--- config.mk ---
export PLATFORM = sky130hd
export DESIGN_NAME = dual_switch_pio_access_unit
export DESIGN_NICKNAME = d
export VERILOG_FILES = /design/src/rtl/core/dspa_pkg.sv /design/src/rtl/core/dspa_core.sv /design/src/rtl/core/dual_switch_pio_access_unit.sv
export SDC_FILE = /design/constraint.sdc
export NUM_CORES = 1
export LEC_CHECK = 0
export ABC_AREA = 1
export BUFFER_PORTS_ARGS = -buffer_cell sky130_fd_sc_hd__buf_2
export CAP_MARGIN = 20
export CORE_UTILIZATION = 51
export CTS_CLUSTER_SIZE = 40
export DETAILED_ROUTE_END_ITERATION = 6
export HOLD_SLACK_MARGIN = 0.12
export PLACE_DENSITY_LB_ADDON = 0.15
export SYNTH_ARGS = -nofsm -noshare
export SYNTH_HDL_FRONTEND = slang
export SYNTH_SLANG_ARGS = --single-unit
--- constraint.sdc ---
create_clock -name clk -period 1.9 [get_ports clk]
set_clock_uncertainty 0.1 [all_clocks]
set_input_delay 0.19 -clock clk [delete_from_list [all_inputs] [get_ports clk]]
set_output_delay 0.19 -clock clk [all_outputs]
set_load 0.03 [all_outputs]
--- src/rtl/core/dspa_pkg.sv ---
package dspa_pkg;

	// byte event kinds carried in the slave-side tuser
	typedef enum logic [1:0] {
		MODE_START = 2'd0,
		MODE_WRITE = 2'd1,
		MODE_READ  = 2'd2,
		MODE_NONE  = 2'd3
	} mode_t;

	// function-layer phase
	typedef enum logic [2:0] {
		PH_IDLE  = 3'd0,
		PH_CMD   = 3'd1,
		PH_READ  = 3'd2,
		PH_WDATA = 3'd3,
		PH_WCFM  = 3'd4,
		PH_WACK  = 3'd5,
		PH_WSTAT = 3'd6
	} phase_t;

	localparam logic [7:0] CMD_READ  = 8'hF5;
	localparam logic [7:0] CMD_WRITE = 8'h5A;
	localparam logic [7:0] ACK_BYTE  = 8'hAA;
	localparam logic [7:0] IDLE_BYTE = 8'hFF;

	localparam int unsigned IN_DATA_W  = 16;
	localparam int unsigned IN_USER_W  = 2;
	localparam int unsigned OUT_DATA_W = 16;
	localparam int unsigned OUT_USER_W = 1;

	// one byte event
	typedef struct packed {
		mode_t      mode;
		logic [7:0] rx_byte;
		logic       pin_a;
		logic       pin_b;
	} evt_t;

	// one result item
	typedef struct packed {
		logic       tx_valid;
		logic [7:0] tx_byte;
		logic       latch_a;
		logic       latch_b;
		logic       confirm_failed;
	} res_t;

	// status byte: pins and latches in the low nibble, complement above
	function automatic logic [7:0] status_byte(input logic pa, input logic la,
		input logic pb, input logic lb);
		logic [3:0] lo;
		lo = {lb, pb, la, pa};
		return {~lo, lo};
	endfunction

endpackage

--- src/rtl/core/dspa_core.sv ---
module dspa_core (
	input  logic           clk,
	input  logic           arst_n,
	input  logic           en,
	input  dspa_pkg::evt_t evt,
	output dspa_pkg::res_t res
);

	dspa_pkg::phase_t phase_q, phase_d;
	logic             out_a_q, out_a_d;
	logic             out_b_q, out_b_d;
	logic [7:0]       pending_q;
	logic             pend_we;
	logic             cfm_match;

	assign cfm_match = (~evt.rx_byte) == pending_q;

	// next state
	always_comb begin
		phase_d = phase_q;
		out_a_d = out_a_q;
		out_b_d = out_b_q;
		pend_we = 1'b0;
		case (evt.mode)
			dspa_pkg::MODE_START: begin
				phase_d = dspa_pkg::PH_CMD;
			end
			dspa_pkg::MODE_WRITE: begin
				case (phase_q)
					dspa_pkg::PH_CMD: begin
						if (evt.rx_byte == dspa_pkg::CMD_READ) begin
							phase_d = dspa_pkg::PH_READ;
						end else if (evt.rx_byte == dspa_pkg::CMD_WRITE) begin
							phase_d = dspa_pkg::PH_WDATA;
						end else begin
							phase_d = dspa_pkg::PH_IDLE;
						end
					end
					dspa_pkg::PH_WDATA: begin
						pend_we = 1'b1;
						phase_d = dspa_pkg::PH_WCFM;
					end
					dspa_pkg::PH_WCFM: begin
						if (cfm_match) begin
							out_a_d = pending_q[0];
							out_b_d = pending_q[1];
							phase_d = dspa_pkg::PH_WACK;
						end else begin
							phase_d = dspa_pkg::PH_IDLE;
						end
					end
					default: ;
				endcase
			end
			dspa_pkg::MODE_READ: begin
				case (phase_q)
					dspa_pkg::PH_WACK:  phase_d = dspa_pkg::PH_WSTAT;
					dspa_pkg::PH_WSTAT: phase_d = dspa_pkg::PH_WDATA;
					default: ;
				endcase
			end
			default: ;
		endcase
	end

	// result fields
	always_comb begin
		res.tx_valid       = 1'b0;
		res.tx_byte        = 8'h00;
		res.latch_a        = out_a_d;
		res.latch_b        = out_b_d;
		res.confirm_failed = 1'b0;
		case (evt.mode)
			dspa_pkg::MODE_WRITE: begin
				res.confirm_failed = (phase_q == dspa_pkg::PH_WCFM) && !cfm_match;
			end
			dspa_pkg::MODE_READ: begin
				res.tx_valid = 1'b1;
				case (phase_q)
					dspa_pkg::PH_READ, dspa_pkg::PH_WSTAT: begin
						res.tx_byte = dspa_pkg::status_byte(evt.pin_a, out_a_q,
							evt.pin_b, out_b_q);
					end
					dspa_pkg::PH_WACK: res.tx_byte = dspa_pkg::ACK_BYTE;
					default:           res.tx_byte = dspa_pkg::IDLE_BYTE;
				endcase
			end
			default: ;
		endcase
	end

	// phase and latches
	always_ff @(posedge clk or negedge arst_n) begin
		if (!arst_n) begin
			phase_q <= dspa_pkg::PH_IDLE;
			out_a_q <= 1'b1;
			out_b_q <= 1'b1;
		end else if (en) begin
			phase_q <= phase_d;
			out_a_q <= out_a_d;
			out_b_q <= out_b_d;
		end
	end

	// received data byte, held for the complement check
	always_ff @(posedge clk) begin
		if (en && pend_we) begin
			pending_q <= evt.rx_byte;
		end
	end

endmodule

--- src/rtl/core/dual_switch_pio_access_unit.sv ---
// Function-command layer of a two-channel addressable switch on a single-wire bus.
// Slave-side stream: one transaction per byte event; tuser holds the event kind
// (start after ROM select, byte written by the master, master read slot, none),
// tdata holds the written byte and the sensed levels of pins A and B.
// Master-side stream: exactly one transaction per accepted event, in order;
// tuser says whether a byte is driven for a read slot, tdata holds that byte
// (status, 0xAA confirm or 0xFF), both output latches after the event and the
// confirm-failed flag.
// An accepted event is held in the input register, and its result is taken into
// the result register when the result side can advance.
// Throughput: one event per cycle while results are taken; the command logic is
// combinational, and the phase updates at the edge that registers the result.
// Reset: the phase waits for a transaction start, both latches are released
// high and both stream stages are empty.
// Stall: while a result waits in the output register the input register still
// takes one more event; s_axis_tready falls only when both registers are full.
module dual_switch_pio_access_unit (
	input  logic        clk,
	input  logic        arst_n,
	input  logic        s_axis_tvalid,
	output logic        s_axis_tready,
	input  logic [15:0] s_axis_tdata,  // rx_byte[7:0], pin_a[8], pin_b[9], zero fill
	input  logic [1:0]  s_axis_tuser,  // mode[1:0]
	output logic        m_axis_tvalid,
	input  logic        m_axis_tready,
	output logic [15:0] m_axis_tdata,  // tx_byte[7:0], latch_a[8], latch_b[9],
	                                   // confirm_failed[10], zero fill
	output logic [0:0]  m_axis_tuser   // tx_valid[0]
);

	logic           valid_s1;
	dspa_pkg::evt_t evt_s1;
	logic           valid_s2;
	dspa_pkg::res_t res_s2;
	dspa_pkg::res_t res_c;
	logic           advance;
	logic           step;

	assign advance       = !valid_s2 || m_axis_tready;
	assign step          = valid_s1 && advance;
	assign s_axis_tready = !valid_s1 || advance;

	// input register
	always_ff @(posedge clk or negedge arst_n) begin
		if (!arst_n) begin
			valid_s1 <= 1'b0;
		end else if (s_axis_tready) begin
			valid_s1 <= s_axis_tvalid;
		end
	end

	always_ff @(posedge clk) begin
		if (s_axis_tvalid && s_axis_tready) begin
			evt_s1.mode    <= dspa_pkg::mode_t'(s_axis_tuser);
			evt_s1.rx_byte <= s_axis_tdata[7:0];
			evt_s1.pin_a   <= s_axis_tdata[8];
			evt_s1.pin_b   <= s_axis_tdata[9];
		end
	end

	// command logic and switch state
	dspa_core u_core (
		.clk    (clk),
		.arst_n (arst_n),
		.en     (step),
		.evt    (evt_s1),
		.res    (res_c)
	);

	// result register
	always_ff @(posedge clk or negedge arst_n) begin
		if (!arst_n) begin
			valid_s2 <= 1'b0;
		end else if (advance) begin
			valid_s2 <= valid_s1;
		end
	end

	always_ff @(posedge clk) begin
		if (step) begin
			res_s2 <= res_c;
		end
	end

	assign m_axis_tvalid = valid_s2;
	assign m_axis_tuser  = res_s2.tx_valid;
	assign m_axis_tdata  = {5'd0, res_s2.confirm_failed, res_s2.latch_b,
		res_s2.latch_a, res_s2.tx_byte};

endmodule

---- Yosys cells after proc, flatten, opt, wreduce, memory -nomap -nowiden ----
Cells that the tools add are included.
operators by class
  multiplexer cells ....................... 16
  equal/unequal tests ..................... 13
  bitwise logic cells ..................... 2
  reductions and logical operators ........ 13
operator list
  cell                  count
  $pmux W3 S3           2
  $pmux W8 S2           1
  $eq A3 B3 Y1 const B  3
  $mux W9               1
  $eq A8 B7 Y1 const B  1
  $eq A8 B8 Y1          1
  $eq A8 B8 Y1 const B  1
  $mux W1               8
  $not A8 Y8            1
  $eq A3 B2 Y1 const B  2
  $mux W3               2
  $pmux W3 S2           1
  $logic_and A1 B1 Y1   4
  $ne A4 B3 Y1 const B  1
  $not A4 Y4            1
  $reduce_and A4 Y1     1
  $eq A3 B1 Y1 const B  1
  $logic_not A1 Y1      3
  $ne A3 B1 Y1 const B  1
  $reduce_bool A3 Y1    1
  $eq A2 B1 Y1 const B  1
  $eq A2 B2 Y1 const B  1
  $logic_not A2 Y1      1
  $logic_or A1 B1 Y1    2
  2 further kinds       2
word-level totals
  output and inout bits ................... 19
  input port bits ......................... 22
  flip-flop bits (word level) ............. 39
  logic and storage cells ................. 59

---- Longest topological paths before layout ----
Gate-level depths: netlist of the first run.
  depth in word-level cells ............... 5
  depth in mapped cells ................... 10
  gate-level depth less buffers ........... 10

---- Modules after synthesis ----
A second synthesis of the first run with hierarchy kept.
second synthesis, totals
  cells, all modules ...................... 184
  area, all modules ....................... 1846.8 µm²
by module, submodules not included
  module                       instances  sequential area each (µm²)  area an instance (µm²)  cells each
  dspa_core                    1          367.9                       989.7                   142
  dual_switch_pio_access_unit  1          770.7                       857.1                   42

---- Least setup slack after synthesis of the first run ----
OpenSTA, ideal clock, no wires.
  path type ............................... register to register
  start point ............................. reg valid_s2 (netlist: m_axis_tvalid)
  end point ............................... reg evt_s1[0] (netlist name), enable pin
  buffers on the path ..................... 0
  cell stages (with the launch flop) ...... 4
  required time ........................... 1456 ps
  setup time .............................. 344 ps
  clock period less this slack ............ 1671 ps
  arrival time ............................ 1227 ps
  path slack .............................. 229 ps
  cell sequence ........................... dfrtp_1 > nand3_1 > nand2_1 > inv_1
on the way
  longest elaborated chain between the ends .. 4
RTL lines
  element                 RTL line                           source
  start, declared         dual_switch_pio_access_unit.sv:33  logic valid_s2;
  start signal, assigned  dual_switch_pio_access_unit.sv:75  valid_s2 <= valid_s1;
  $logic_not A1 Y1        dual_switch_pio_access_unit.sv:39  assign advance = !valid_s2 || m_axis_tready;
  $logic_or A1 B1 Y1      dual_switch_pio_access_unit.sv:39
  $logic_or A1 B1 Y1      dual_switch_pio_access_unit.sv:41  assign s_axis_tready = !valid_s1 || advance;
  net s_axis_tready       dual_switch_pio_access_unit.sv:21  output logic s_axis_tready,
  $logic_and A1 B1 Y1     dual_switch_pio_access_unit.sv:53  if (s_axis_tvalid && s_axis_tready) begin
  end, declared           dual_switch_pio_access_unit.sv:32  dspa_pkg::evt_t evt_s1;
The timed path passes the listed nets, and every way through them passes these cells.
A chain may end at the register's enable or synchronous reset.

==> results.yml, run 1 <==
yosys:
  synth_area_per_cell_sq_um: 10.1
  ys_async_sr_fraction: 0.179
  yosys_most_used_dff: "edfxtp_1"
  synth_area_sq_um: 1830
  synth_edf_count: 32
  ys_top_cells_by_area: "edfxtp_1, nand2_1, dfrtp_1"
  synth.most_common_cell: "nand2_1"
  synth_cells: 180
  synth_seq_cells: 39
  yosys.area.top_type: "edfxtp_1"
  synthTopCellsByCount: "nand2_1, edfxtp_1, inv_1"
  yosysWarnings: 0
  ys_seq_area_frac: 0.624
  yosysTopAreaCellShare: 0.526
  synthDistinctLibCells: 23
floorplanning:
  initial_core_util: 0.539
  die_h_um: 61.8
  ios: 41
  fp-row-count: 21
  core_sq_um: 3390
  dieArea_sq_um: 3820
  fp.dieW_um: 61.8
power:
  power_density_nw_per_um2: 947
  p_int_mw: 1.56
  p_switching_mw: 0.602
  design_power_total_mw: 2.16
  switching_share: 0.278
  leakage_nw: 1.07
  vdd_drop_max_mv: 0.640
  pwr-share-seq: 0.507
  pwr-share-clk: 0.312
  power_frac_comb: 0.181
final_layout:
  area_growth_pct: 25.2
  fin_nets: 258
  num-fill-cells: 261
  drive_gt1_frac: 0.218
  multiInputGateArea_sq_um: 544
  regArea_sq_um: 1140
  design_area_sq_um: 2280
  fin_cells: 280
  antenna_cells: 0
  final_util: 0.674
worst_setup_path:
  cp.required_ns: 1.91
  critPathKind: "flop to flop"
  arrival_ns: 1.68
  setup.worst_path.end_class: "flop"
  cp-start-kind: "flop"
  worst-path-max-fanout: 4
  reg2reg_depth: 6
grt:
  grt_max_degree: 15
  grt_pass1_vias: 1274
  gr-total-overflow: 0
  grt_pass1_wl_mm: 5.38
  grtUsageTotal: 0.202
  antenna_found_initial: 0
flow_run:
  maxCapViolations: 0
timing:
  period_needed_ns: 1.67
  setup_tns_ns: 0
  rsz0062_at_grt: "false"
  whs_ns: 0.208
  final_hold_viol_count: 0
  setup_viol_count_final: 0
  fmax_mhz: 597
  slew_viol_final: 0
  worst_slack_ns: 0.226
  fin_crit_sh: 0.881
route:
  drcViolationCount: 0
  via_per_inst: 4.85
  antenna_left: 0
  wl_mm: 3.33
  wl_per_cell_um: 11.9
  drtPass1Iterations: 4
  drt_iter0_drc: 23
  vias: 1359
placed_design:
  place_inst: 255
  dp_slack_ns: 0.249
  port_buffers: 29
  place.gp.congestion: 0.819
  place_area_sq_um: 2010
  hpwl_mm: 2.30
clocking:
  clock_sinks: 39
  numCtsBuffers: 5
  clk_pin_slew_ns: 0.11
  cts.path.max_buffers: 2
  cts_root_buf: "clkbuf_4"
  clock_latency_ns: 0.35
  cts_tree: "built"
  htreeDepth: 2
  cts_resized: 0
run_status:
  outcome: "finished clean"
worst_hold_path:
  min_path_type: "input pin to async pin"
-- sequential cells by signal, indices dropped and copies added, names as in the netlist --
signal / count
u_core.out_b_q: 1
m_axis_tdata: 11
evt_s1: 12
m_axis_tuser: 1
valid_s1: 1
u_core.pending_q: 8
u_core.out_a_q: 1
m_axis_tvalid: 1
u_core.phase_q: 3
-- logic make-up after synthesis --
kind of cell | after synthesis | share of synthesized area
other cells | 1 | 0.00205
xor+xnor | 1 | 0.00480
fa+ha+maj | 3 | 0.0206
compound gates | 12 | 0.0343
simple gates | 87 | 0.228
flops | 39 | 0.624
buf+inv | 37 | 0.0864
-- layout make-up --
type | instances | share of cell area
flip-flops and latches | 39 | 0.498
multi-input cells | 108 | 0.238
repair buffers | 47 | 0.141
inverters | 32 | 0.0526
clock inverters | 2 | 0.0263
well taps | 46 | 0.0252
clock buffers | 6 | 0.0181
-- worst paths after layout --
check                                            from                             to  slack [ns]
setup / recovery                 evt_s1[11]$_DFFE_PP_      m_axis_tdata[8]$_DFFE_PP_        0.23
hold / removal                                 arst_n     u_core.out_a_q$_DFFE_PN1P_        0.21
setup reg to reg                 evt_s1[11]$_DFFE_PP_      m_axis_tdata[8]$_DFFE_PP_        0.23
hold reg to reg            u_core.out_b_q$_DFFE_PN1P_     u_core.out_b_q$_DFFE_PN1P_        0.39
max in group asynchronous                      arst_n  u_core.phase_q[1]$_DFFE_PN0P_        0.81
min in group clk           u_core.out_b_q$_DFFE_PN1P_     u_core.out_b_q$_DFFE_PN1P_        0.39
-- worst max-delay path, cell delays in order (launching register included) --
cell and delay (ns):
edfxtp_1 0.44, inv_1 0.08, ha_1 0.20, inv_1 0.09
nor2_2 0.19, nand4_1 0.16, and2_1 0.18
-- cells in the final DEF, fill, tap and decap left out, types with 3 or more instances in the layout --
cell and instances:
nand4_1 5, inv_1 31, conb_1 5, a21oi_1 6
nand2_1 45, dlygate4sd3_1 17, nand3_1 7, buf_2 29
clkbuf_4 5, nor2_2 3, dfrtp_1 5, nand3_2 4
edfxtp_1 32, nor2_1 17, o21ai_0 4, ha_1 3
-- repair_timing --
item,in CTS,in global routing
hold endpoints to repair,21,0
hold buffers,17,0
buffers inserted,0,0
-- routing by layer --
| metal | wire (um) | vias up | global-route usage |
|---|---|---|---|
| met5 | 0 | - | 0 |
| met4 | 49 | 0 | 0.0794 |
| met3 | 176 | 6 | 0.0663 |
| met2 | 1770 | 46 | 0.346 |
| met1 | 1340 | 632 | 0.236 |
| li1 | - | 675 | - |
-- power by group through the flow --
stage	clock network (mW)	registers, mW	logic, mW
after detailed placement	0	1.12	0.363
after global placement	0	1.11	0.349
final	0.675	1.10	0.391
after CTS	0.679	1.10	0.393
after global routing	0.728	1.11	0.440
after floorplan	0	1.18	0.198
(Power assumes the default switching activity.)
==> inputs of run 2 (changes only) <==
--- a/config.mk
+++ b/config.mk
@@ -13,6 +13,7 @@
 export DETAILED_ROUTE_END_ITERATION = 6
 export HOLD_SLACK_MARGIN = 0.12
 export PLACE_DENSITY_LB_ADDON = 0.15
+export REMOVE_ABC_BUFFERS = 1
 export SYNTH_ARGS = -nofsm -noshare
 export SYNTH_HDL_FRONTEND = slang
 export SYNTH_SLANG_ARGS = --single-unit
==> constraint.sdc (replaced) <==
create_clock -name clk -period 1.9 [get_ports clk]
set_clock_uncertainty 0.1 [all_clocks]
set_input_delay 0.095 -clock clk [delete_from_list [all_inputs] [get_ports clk]]
set_output_delay 0.095 -clock clk [all_outputs]
set_load 0.03 [all_outputs]
==> run 2 against run 1 <==
- setup slack gained 0.051 ns
- first-iteration DRC count grew 110%
- via count shrank 2.5%
- design area shrank 0.99%
- clock power shrank 20%
- flip-flop and latch count is the same
- register-to-register slack gained 0.05 ns
- critical path type unchanged
- cell count is the same
- routed wire length shrank 5.0%
- sequential power is essentially flat
- critical endpoint is now m_axis_tdata[9]$_DFFE_PP_
- total power shrank 6.5%
- die area is the same
==> results.yml, run 2 (synthesized netlist as in run 1, its figures left out) <==
run_status:
  outcome: "finished clean"
final_layout:
  drive_gt1_frac: 0.218
  num-fill-cells: 249
  mostFrequentLayoutCell: "nand2_1"
  final_util: 0.667
  area_growth_pct: 23.9
  design_area_sq_um: 2260
  fin_cells: 280
  fin_nets: 258
  largest_reg_flops: 12
  top_register: "evt_s1"
  antenna_cells: 0
  layout_common_cells: "nand2_1, edfxtp_1, inv_1, buf_2"
grt:
  grt_pass1_vias: 1192
  antenna_found_initial: 0
  grt_pass1_wl_mm: 5.01
  gr-total-overflow: 0
  grt_max_degree: 15
  grtUsageTotal: 0.185
clocking:
  clock_sinks: 39
  cts.path.max_buffers: 2
  cts_root_buf: "clkbuf_4"
  cts_tree: "built"
  clock_latency_ns: 0.34
  numCtsBuffers: 5
  clk_pin_slew_ns: 0.12
  htreeDepth: 2
  cts_setup_buffers: 0
timing:
  rsz0062_at_grt: "false"
  fmax_mhz: 616
  tightest_slew_ns: 0.499
  whs_ns: 0.124
  fin_crit_sh: 0.855
  setup_viol_count_final: 0
  period_needed_ns: 1.62
  max_slew_margin: 0.667
  worst_slack_ns: 0.276
  final_hold_viol_count: 0
  slew_viol_final: 0
  setup_tns_ns: 0
power:
  pwr-share-clk: 0.267
  switching_share: 0.294
  power_density_nw_per_um2: 895
  power_frac_comb: 0.192
  leakage_nw: 1.05
  vdd_drop_max_mv: 0.606
  pwr-share-seq: 0.541
  p_int_mw: 1.43
  design_power_total_mw: 2.03
  p_switching_mw: 0.595
placed_design:
  dp_slack_ns: 0.297
  port_buffers: 29
  place_inst: 255
  place.gp.congestion: 0.826
  hpwl_mm: 2.21
  place_area_sq_um: 2010
worst_setup_path:
  cp.required_ns: 1.90
  reg2reg_depth: 6
  cp_top_family: "simple AND/OR/NAND/NOR gates"
  setup.worst_path.end_class: "flop"
  critPathMaxStageDelay_ns: 0.44
  arrival_ns: 1.63
  r2r-end: "m_axis_tdata[9]$_DFFE_PP_"
  cp_num_buf_inv: 2
  critPathKind: "flop to flop"
  cp-start-kind: "flop"
  crit_top_cell: "inv_1"
  worst-path-max-fanout: 4
  reg2reg_slack_ns: 0.28
  timing.rr.start: "evt_s1[11]$_DFFE_PP_"
  crit_chain: "inv_1, ha_1, inv_1, nor2_2, nand4_1, and2_1"
  slowest_stage: "edfxtp_1"
floorplanning:
  core_sq_um: 3390
  initial_core_util: 0.539
  fp-row-count: 21
  dieArea_sq_um: 3820
  fp.dieW_um: 61.8
  die_h_um: 61.8
  ios: 41
worst_hold_path:
  min_path_type: "input pin to async pin"
route:
  drt_iter0_drc: 48
  wl_mm: 3.16
  wl_per_cell_um: 11.3
  vias: 1325
  via_per_inst: 4.73
  drtPass1Iterations: 4
  antenna_left: 0
  drcViolationCount: 0
flow_run:
  maxCapViolations: 0
run 2: cell count changes in the layout (fill, tap and decap cells not counted), sizes merged:
| cell | change |
|---|---|
| bufinv | -1 |
| clkinvlp | +1 |
run 2: worst max-delay path by stage:
stage                               from                   endpoint  slack (ns)  depth (start not counted)
4_1_cts             evt_s1[11]$_DFFE_PP_  m_axis_tdata[8]$_DFFE_PP_        0.26                          6
5_1_grt             evt_s1[11]$_DFFE_PP_  m_axis_tdata[9]$_DFFE_PP_        0.14                          6
6_report            evt_s1[11]$_DFFE_PP_  m_axis_tdata[9]$_DFFE_PP_        0.28                          6
2_1_floorplan  m_axis_tvalid$_DFFE_PN0P_        evt_s1[0]$_DFFE_PP_        0.23                          3
3_5_place_dp        evt_s1[11]$_DFFE_PP_  m_axis_tdata[8]$_DFFE_PP_        0.30                          6
3_3_place_gp        evt_s1[11]$_DFFE_PP_  m_axis_tdata[9]$_DFFE_PP_        0.35                          6
run 2: area by class of cell:
class,instances,area (sq um),share of cell area
sequential,39,1140,0.503
multi-input combinational,108,544,0.241
timing repair buffer,47,323,0.143
clock buffer,6,41.3,0.0183
tap,46,57.6,0.0254
clock inverter,2,37.5,0.0166
inverter,32,120,0.0531
run 2: worst register-to-register path, stage by stage, from the launching register on:
cell and delay, ns:
edfxtp_1 0.44, inv_1 0.08, ha_1 0.19, inv_1 0.08
nor2_2 0.18, nand4_1 0.14, and2_1 0.18
run 2: metal layers:
layer / track usage / vias to the layer above / share of wire
met4: 0.0571 / 0 / 0.012
met5: 0 / - / 0
met3: 0.0559 / 5 / 0.041
met2: 0.315 / 34 / 0.51
met1: 0.226 / 609 / 0.43
li1: - / 677 / -
run 2: power groups by stage:
stage	combinational [mW]	clock (mW)	sequential (mW)
after floorplan	0.190	0	1.18
after global placement	0.348	0	1.11
after detailed placement	0.362	0	1.11
after CTS	0.392	0.552	1.10
after global routing	0.433	0.597	1.11
final	0.389	0.541	1.09
run 2: timing repair:
action                                 in CTS  in global routing
resized for setup                           0                  0
hold buffers                               17                  0
endpoints found under the hold margin      21                  0
